### config.mk
export PLATFORM = sky130hd
export DESIGN_NAME = argument_tokenizer_unit
export DESIGN_NICKNAME = d
export VERILOG_FILES = /design/src/argtok_pkg.sv /design/src/argtok_front.sv /design/src/argtok_fifo.sv /design/src/argtok_back.sv /design/src/argument_tokenizer_unit.sv
export SDC_FILE = /design/constraint.sdc
export NUM_CORES = 1
export LEC_CHECK = 0
export ABC_AREA = 0
export BUFFER_PORTS_ARGS = -buffer_cell sky130_fd_sc_hd__buf_2
export CAP_MARGIN = 5
export CORE_MARGIN = 10
export CORE_UTILIZATION = 55
export DETAILED_ROUTE_END_ITERATION = 6
export GPL_TIMING_DRIVEN = 0
export PLACE_DENSITY = 0.74
export SLEW_MARGIN = 25
export SYNTH_ARGS = -nofsm -noshare
export SYNTH_HDL_FRONTEND = slang
export SYNTH_SLANG_ARGS = --single-unit
export TNS_END_PERCENT = 50
### constraint.sdc
create_clock -name clk -period 3.26 [get_ports clk]
set_clock_uncertainty 0.15 [all_clocks]
set_input_delay 0.163 -clock clk [delete_from_list [all_inputs] [get_ports clk]]
set_output_delay 0.163 -clock clk [all_outputs]
set_load 0.02 [all_outputs]
### src/argtok_pkg.sv
// -----------------------------------------------------------------------------
// argtok_pkg
// Shared types and constants of the argument tokenizer.
// -----------------------------------------------------------------------------
package argtok_pkg;

  localparam logic [7:0] CH_BACKSLASH = 8'h5C;
  localparam logic [7:0] CH_QUOTE     = 8'h22;

  // Depth of the command queue between front and back.
  localparam int QDepth = 4;
  localparam int QPtrW  = $clog2(QDepth);

  typedef enum logic [1:0] {
    KIND_BYTE      = 2'd0,
    KIND_TOKEN_END = 2'd1,
    KIND_LIST_END  = 2'd2
  } kind_t;

  // Results caused by one input: slot A from the byte itself, slot B a
  // closing token end at the final item, slot C the end-of-list mark.
  typedef struct packed {
    logic       has_a;
    kind_t      a_kind;
    logic [7:0] a_byte;
    logic       has_b;
    logic       has_c;
  } cmd_t;

endpackage

### src/argtok_front.sv
// -----------------------------------------------------------------------------
// argtok_front
// Accepts input bytes, tracks quote/escape/token state, emits commands.
// -----------------------------------------------------------------------------
module argtok_front (
  input  logic              clk,
  input  logic              rst,
  input  logic [7:0]        ch,
  input  logic              has_char,
  input  logic              last,
  input  logic              push,
  output logic              full,
  input  logic              q_full,
  output logic              q_push,
  output argtok_pkg::cmd_t  q_cmd
);
  import argtok_pkg::*;

  logic in_quote, escape_pending, token_open;
  logic in_quote_next, escape_pending_next, token_open_next;
  logic tok_after, accept;

  function automatic logic is_space(input logic [7:0] c);
    return c inside {[8'h09:8'h0D], 8'h20, 8'h85, 8'hA0};
  endfunction

  assign full   = q_full;
  assign accept = push && !q_full;

  always_comb begin
    q_cmd               = '0;
    q_cmd.a_kind        = KIND_BYTE;
    in_quote_next       = in_quote;
    escape_pending_next = escape_pending;
    tok_after           = token_open;
    if (has_char) begin
      if (escape_pending) begin
        q_cmd.has_a         = 1'b1;
        q_cmd.a_byte        = ch;
        tok_after           = 1'b1;
        escape_pending_next = 1'b0;
      end else if (ch == CH_BACKSLASH) begin
        escape_pending_next = 1'b1;
      end else if (in_quote) begin
        q_cmd.has_a = 1'b1;
        if (ch == CH_QUOTE) begin
          q_cmd.a_kind  = KIND_TOKEN_END;
          tok_after     = 1'b0;
          in_quote_next = 1'b0;
        end else begin
          q_cmd.a_byte = ch;
          tok_after    = 1'b1;
        end
      end else if (ch == CH_QUOTE) begin
        if (token_open) begin
          q_cmd.has_a  = 1'b1;
          q_cmd.a_byte = ch;
        end else begin
          in_quote_next = 1'b1;
        end
      end else if (is_space(ch)) begin
        if (token_open) begin
          q_cmd.has_a  = 1'b1;
          q_cmd.a_kind = KIND_TOKEN_END;
          tok_after    = 1'b0;
        end
      end else begin
        q_cmd.has_a  = 1'b1;
        q_cmd.a_byte = ch;
        tok_after    = 1'b1;
      end
    end
    token_open_next = tok_after;
    if (last) begin
      q_cmd.has_b         = tok_after;
      q_cmd.has_c         = 1'b1;
      in_quote_next       = 1'b0;
      escape_pending_next = 1'b0;
      token_open_next     = 1'b0;
    end
  end

  // Items that cause no result take no queue entry.
  assign q_push = accept && (q_cmd.has_a || q_cmd.has_b || q_cmd.has_c);

  always_ff @(posedge clk) begin
    if (rst) begin
      in_quote       <= 1'b0;
      escape_pending <= 1'b0;
      token_open     <= 1'b0;
    end else if (accept) begin
      in_quote       <= in_quote_next;
      escape_pending <= escape_pending_next;
      token_open     <= token_open_next;
    end
  end

endmodule

### src/argtok_fifo.sv
// -----------------------------------------------------------------------------
// argtok_fifo
// Short command queue between front and back.
// -----------------------------------------------------------------------------
module argtok_fifo (
  input  logic              clk,
  input  logic              rst,
  input  logic              wr_en,
  input  argtok_pkg::cmd_t  wr_cmd,
  output logic              q_full,
  input  logic              rd_en,
  output logic              q_empty,
  output argtok_pkg::cmd_t  rd_cmd
);
  import argtok_pkg::*;

  cmd_t              entries [QDepth];
  logic [QPtrW-1:0]  wr_ptr, rd_ptr;
  logic [QPtrW:0]    count;
  logic              do_wr, do_rd;

  assign q_full  = (count == (QPtrW+1)'(QDepth));
  assign q_empty = (count == '0);
  assign rd_cmd  = entries[rd_ptr];
  assign do_wr   = wr_en && !q_full;
  assign do_rd   = rd_en && !q_empty;

  always_ff @(posedge clk) begin
    if (do_wr) begin
      entries[wr_ptr] <= wr_cmd;
    end
  end

  always_ff @(posedge clk) begin
    if (rst) begin
      wr_ptr <= '0;
      rd_ptr <= '0;
      count  <= '0;
    end else begin
      if (do_wr) begin
        wr_ptr <= wr_ptr + 1'b1;
      end
      if (do_rd) begin
        rd_ptr <= rd_ptr + 1'b1;
      end
      case ({do_wr, do_rd})
        2'b10:   count <= count + 1'b1;
        2'b01:   count <= count - 1'b1;
        default: count <= count;
      endcase
    end
  end

endmodule

### src/argtok_back.sv
// -----------------------------------------------------------------------------
// argtok_back
// Expands queued commands into result requests, one per cycle while the output is free or popped.
// -----------------------------------------------------------------------------
module argtok_back (
  input  logic              clk,
  input  logic              rst,
  input  logic              q_empty,
  input  argtok_pkg::cmd_t  head,
  output logic              q_pop,
  output logic              empty,
  input  logic              pop,
  output logic [1:0]        kind,
  output logic [7:0]        byte_out,
  output logic              run_last
);
  import argtok_pkg::*;

  logic [2:0] done, done_next;
  logic [2:0] remaining, pick, rest;
  logic       out_valid, out_last;
  kind_t      out_kind;
  logic [7:0] out_byte;
  kind_t      sel_kind;
  logic [7:0] sel_byte;
  logic       issue;

  assign remaining = {head.has_c, head.has_b, head.has_a} & ~done;
  // Lowest pending slot goes first.
  assign pick  = remaining & (~remaining + 3'd1);
  assign rest  = remaining & ~pick;
  assign issue = !q_empty && (!out_valid || pop);
  assign q_pop = issue && (rest == '0);

  always_comb begin
    sel_kind = KIND_LIST_END;
    sel_byte = '0;
    if (pick[0]) begin
      sel_kind = head.a_kind;
      sel_byte = head.a_byte;
    end else if (pick[1]) begin
      sel_kind = KIND_TOKEN_END;
    end
  end

  always_comb begin
    done_next = done;
    if (issue) begin
      done_next = (rest == '0) ? 3'b000 : (done | pick);
    end
  end

  always_ff @(posedge clk) begin
    if (rst) begin
      out_valid <= 1'b0;
      done      <= '0;
    end else begin
      done <= done_next;
      if (issue) begin
        out_valid <= 1'b1;
      end else if (pop) begin
        out_valid <= 1'b0;
      end
    end
  end

  always_ff @(posedge clk) begin
    if (issue) begin
      out_kind <= sel_kind;
      out_byte <= sel_byte;
      out_last <= (rest == '0);
    end
  end

  assign empty    = !out_valid;
  assign kind     = out_kind;
  assign byte_out = out_byte;
  assign run_last = out_last;

endmodule

### src/argument_tokenizer_unit.sv
// -----------------------------------------------------------------------------
// argument_tokenizer_unit
// Splits a Latin-1 byte stream into command-line arguments.
// -----------------------------------------------------------------------------
// Usage:
//   Input queue side: drive ch/has_char/last and raise push; a request is
//   taken on a clock edge with push high and full low. One byte per request;
//   last marks the final request of an argument string (has_char may be 0
//   there for an empty final request).
//   Result queue side: while empty is low, kind/byte_out/run_last show the
//   oldest result; it is taken on an edge with pop high. kind is token byte,
//   token end or end of list; run_last flags the final result of a request.
// Timing:
//   The front decodes a request in its accept cycle and writes a command
//   into a 4-entry queue; the back turns it into results, one per cycle while
//   the receiver pops, into the output register. The first result passes the
//   queue entry, then the output register, before it is on the ports.
//   A request with one result sustains one request per cycle while the
//   receiver pops; a request with several results holds the output longer,
//   which the queue absorbs. Requests that cause no result use no queue entry.
// Reset: rst (synchronous) clears the tokenizer state, the queue and the
//   output register. A stalled receiver fills the queue, then full rises.
// -----------------------------------------------------------------------------
module argument_tokenizer_unit (
  input  logic       clk,
  input  logic       rst,
  input  logic [7:0] ch,
  input  logic       has_char,
  input  logic       last,
  input  logic       push,
  output logic       full,
  output logic [1:0] kind,
  output logic [7:0] byte_out,
  output logic       run_last,
  output logic       empty,
  input  logic       pop
);
  import argtok_pkg::*;

  cmd_t q_cmd, head;
  logic q_push, q_full, q_empty, q_pop;

  // Front: classify each byte and update quote/escape/token flags.
  argtok_front u_front (
    .clk      (clk),
    .rst      (rst),
    .ch       (ch),
    .has_char (has_char),
    .last     (last),
    .push     (push),
    .full     (full),
    .q_full   (q_full),
    .q_push   (q_push),
    .q_cmd    (q_cmd)
  );

  // Decoupling queue of result commands.
  argtok_fifo u_fifo (
    .clk     (clk),
    .rst     (rst),
    .wr_en   (q_push),
    .wr_cmd  (q_cmd),
    .q_full  (q_full),
    .rd_en   (q_pop),
    .q_empty (q_empty),
    .rd_cmd  (head)
  );

  // Back: emit up to three results per command through the output register.
  argtok_back u_back (
    .clk      (clk),
    .rst      (rst),
    .q_empty  (q_empty),
    .head     (head),
    .q_pop    (q_pop),
    .empty    (empty),
    .pop      (pop),
    .kind     (kind),
    .byte_out (byte_out),
    .run_last (run_last)
  );

endmodule

* Yosys cells after proc, flatten, opt, wreduce, memory -nomap -nowiden
Memory sizes are Yosys's and may differ from the RTL's. A register that Yosys moved wholly into a read port is not among the register bits.
Index checks and enable logic that the tools add are counted.
** Storage, ports and cells
- Register bits :: 25
- Memory bits (writable) :: 52
- Output and inout port bits :: 13
- Memories kept :: 1
** Cells by class
- Add/subtract/negate cells :: 5
- Order comparisons :: 2
- Eq/ne operators :: 10
- Mux-type cells :: 47
- Bitwise operators :: 7
- Reductions and logical operators :: 21
** Memory list
- u_fifo.entries :: words 4, width 13, read ports 1, clocked after Yosys merged registers in 1, wr ports 1, line argtok_fifo.sv:17 : cmd_t entries [QDepth];
** Operators by type and width (count)
- $mux 8 :: 5
- $mux 11 :: 3
- $mux 1 :: 28
- $eq 8x6->1 const B :: 2
- $eq 8x8->1 const B :: 2
- $mux 2 :: 8
- $and 3x3->3 :: 3
- $not 3->3 :: 3
- $eq 8x7->1 const B :: 1
- $ge 8x4->1 const B :: 1
- $le 8x4->1 const B :: 1
- $logic_and 1x1->1 :: 7
- $add 3x1->3 const B :: 2
- $logic_not 3->1 :: 2
- $mux 3 :: 2
- $pmux 3 s2 :: 1
- $reduce_bool 2->1 :: 3
- $add 2x1->2 const B :: 2
- $ne 2x2->1 const B :: 2
- $reduce_and 4->1 :: 1
- $reduce_bool 4->1 :: 1
- $eq 3x3->1 const B :: 1
- $logic_not 1->1 :: 3
- $logic_or 1x1->1 :: 3
- 5 further kinds :: 5

* Longest topological paths before layout
- Depth in word-level cells :: 16
- Depth in mapped cells :: 12
- Depth with buffers taken out :: 11

* Modules after synthesis
A second synthesis with hierarchy kept.
** Second synthesis, totals
- Cells, all modules :: 234
- Area total of the unflattened synthesis :: 3483.3 um2
** By module, submodules not included
- argtok_fifo :: times used 1, cells an instance 121, area each 2354.8 um2
- argtok_back :: times used 1, cells an instance 51, area each 651.9 um2
- argtok_front :: times used 1, cells an instance 62, area each 476.7 um2

* Least setup slack after synthesis
OpenSTA, ideal clock, no wires.
- Path kind :: register -> register
- From :: reg with a tool-made name
- To :: reg u_fifo.count[2]
- Library setup time :: 70 ps
- Data arrival time :: 2788 ps
- Required time :: 3040 ps
- Slack :: 252 ps
- Cell stages (with the launch flop) :: 12
- Buffers on the path :: 1
- Path through :: dfxtp_1 buf_4 mux4_2 nand2b_1 maj3_2 and2_1 ha_1 inv_1 fa_1 xor2_1 or3_1 a21oi_1
** RTL lines
- end signal, assigned :: line argtok_fifo.sv:47 : 2'b10: count <= count + 1'b1;
- end signal, assigned :: line argtok_fifo.sv:48 : 2'b01: count <= count - 1'b1;
- end signal, assigned :: line argtok_fifo.sv:49 : default: count <= count;
- end, declared :: line argtok_fifo.sv:19 : logic [QPtrW:0] count;

==> qor.yml <==
start_util: 0.562
root_buffer: "clkbuf_8"
cp_max_fo: 10
grt_pass1_wl_um: 9620
synth_seq_area_share: 0.632
core_sq_um: 5890
synth_edf_count: 59
tightest_slew_ps: 853
yosysWarnings: 0
die_w_um: 97.6
rsz0062_at_grt: "no"
p_per_area_nw_per_um2: 745
yosysUniqueCellTypes: 45
place_congestion: 0.826
synthCells: 235
pin_count: 27
drt-vias-per-instance: 5.55
drv_cap: 0
min-delay-path-class: "in -> reg"
drive_gt1_frac: 0.244
timing.final.ws_setup_ps: 177
max_freq_ghz: 0.324
crit_path_end: "u_fifo.count[2]$_SDFFE_PP0P_"
drv_slew: 0
critPathKind: "reg -> reg"
setup_viol: 0
dieArea_sq_um: 9520
p_leak_nw: 1.35
power.share.clock: 0.271
grt-ovfl-total: 0
relSlewSlack: 0.432
p_seq_frac: 0.464
ys_top_cells_by_area: "edfxtp_1, dfxtp_1, mux4_2"
period_needed_ps: 3080
grt_pass1_vias: 2016
ff2ff_setup_slack_ps: 180
place_inst: 334
wl_um: 5730
dr.first_iter.drc_count: 119
final_common_cell: "edfxtp_1"
synth_top_area_share: 0.535
portBuffers: 24
switching_share: 0.300
syn_avg_cell_area_sq_um: 14.1
antenna_left: 0
outcome: "finished, final reports clean"
diodes: 0
insertion_delay_ps: 340
wl_per_cell_um: 16.2
grt_max_degree: 19
cts-buffers-inserted: 9
mostFrequentLayoutCells: "edfxtp_1, buf_2, and2_1, nor2_1, dfxtp_1"
clk_pin_slew_ps: 80
cts.sinks: 75
dp_hpwl_um: 4000
yosysTopAreaCell: "edfxtp_1"
grtUsageTotal: 0.126
area_delta_synth_final_pct: 14.9
fin_cells: 354
place_ws_ps: -131
fin_nets: 294
p_int_mw: 1.98
worstPathRequired_ps: 3380
vias: 1965
post-route-period-util: 0.946
cp-end-kind: "flip-flop"
synth-seq-cells: 75
cts_buffer_depth: 2
setup_tns_ps: 0
drc: 0
switching_power_mw: 0.849
cp-start-kind: "flip-flop"
rr_worst_depth: 11
antenna_found_initial: 0
syn-num-nets: 255
dieHeight_um: 97.6
finalHoldViolations: 0
htreeDepth: 3
tritoncts: "done"
peakVddDrop_v: 0.000356
r2r-end: "u_fifo.count[2]$_SDFFE_PP0P_"
rows: 28
syn_area_sq_um: 3310
synthFlopType: "edfxtp_1"
ys_async_sr_fraction: 0
worstPathArrival_ps: 3200
power.total_mw: 2.83
first_pass_iters: 4
comb_power_share: 0.266
holdWs_ps: 46.0
-- how the worst min path moves through the flow --
stage / from / endpoint / slack, ps / cells past startpoint
after floorplan: last / u_fifo.entries[0][0]$_DFFE_PP_ / 110 / 0
after global placement: pop / u_back.out_valid$_SDFFE_PP0P_ / 280 / 4
after detailed placement: u_back.done[1]$_SDFFE_PP0P_ / u_back.done[1]$_SDFFE_PP0P_ / 320 / 2
after CTS: rst / flip-flop / 30 / 3
after global routing: rst / flip-flop / 60 / 3
final: rst / flip-flop / 50 / 3
-- cell usage after synthesis, drive strengths merged, types with 3 or more instances --
master,n
edfxtp,59
nor3b,4
buf,3
nand3,5
mux4,12
nand2b,7
nor4,3
and3b,3
nor2,16
dfxtp,16
nand2,7
ha,5
a21oi,9
and2,19
inv,12
o21ai,9
clkbuf,4
nor3,6
nor2b,7
a32oi,3
-- stage by stage --
step / cell area (sq um) / utilization
6_report: 3800 / 0.646
5_1_grt: 3800 / 0.646
4_1_cts: 3780 / 0.643
3_5_place_dp: 3530 / 0.599
3_3_place_gp: 3520 / 0.599
2_1_floorplan: 3310 / -
-- worst max-delay path, cell delays in order (launching register included) --
cell      delay [ps]
dfxtp_4          380
buf_12           150
mux4_2           520
nand2b_1         130
maj3_2           210
and2_2           200
ha_2             200
inv_1             50
fa_1             380
xor2_1           180
or3_1            310
a21oi_1          140
-- power groups by stage --
stage / Clock (mW) / Sequential [mW] / Combinational, mW
4_1_cts: 0.781 / 1.32 / 0.748
6_report: 0.767 / 1.31 / 0.752
5_1_grt: 0.820 / 1.33 / 0.842
3_5_place_dp: 0 / 1.33 / 0.731
3_3_place_gp: 0 / 1.32 / 0.707
2_1_floorplan: 0 / 1.42 / 0.434
-- cell families (layout without fill, tap and decap cells) --
kind of cell | after synthesis | in the layout | synth area share
mux | 15 | 15 | 0.0915
compound gates | 31 | 31 | 0.0677
flops | 75 | 75 | 0.632
fa+ha+maj | 7 | 7 | 0.0284
xor+xnor | 2 | 2 | 0.00529
buf+inv | 19 | 63 | 0.0231
simple gates | 86 | 86 | 0.152
-- state kept, by name, indices dropped and copies added, names as in the netlist, named ones only --
signal / flops
u_fifo.rd_ptr: 2
u_front.token_open: 1
u_fifo.count: 3
u_back.run_last: 1
u_back.byte_out: 8
u_fifo.wr_ptr: 2
u_back.out_valid: 1
u_back.kind: 2
u_fifo.entries: 48
u_front.in_quote: 1
u_back.done: 3
u_front.escape_pending: 1
-- layer usage --
metal / wire length [um] / vias up / track usage / share of wire
met4: 28 / 0 / 0.0604 / 0.0049
met1: 2540 / 949 / 0.151 / 0.44
li1: - / 960 / - / -
met3: 327 / 2 / 0.0420 / 0.057
met2: 2830 / 54 / 0.198 / 0.49
met5: 0 / - / 0 / 0
-- layout make-up --
class	count	area (sq um)
tap	75	93.8
fill	411	2080
buffer	7	45.0
inverter	12	45.0
multi-input combinational	141	1150
clock inverter	6	90.1
clock buffer	10	128
sequential	75	2100
timing repair buffer	28	158
-- timing repair --
item | 4_1_cts | 5_1_grt
resized for setup | 4 | 4
pin swaps | 0 | 1
setup buffers | 0 | 1
setup endpoints to repair | 1 | 1
endpoints found under the hold margin | 6 | 0
hold buffers | 3 | 0
(Power assumes the default switching activity.)
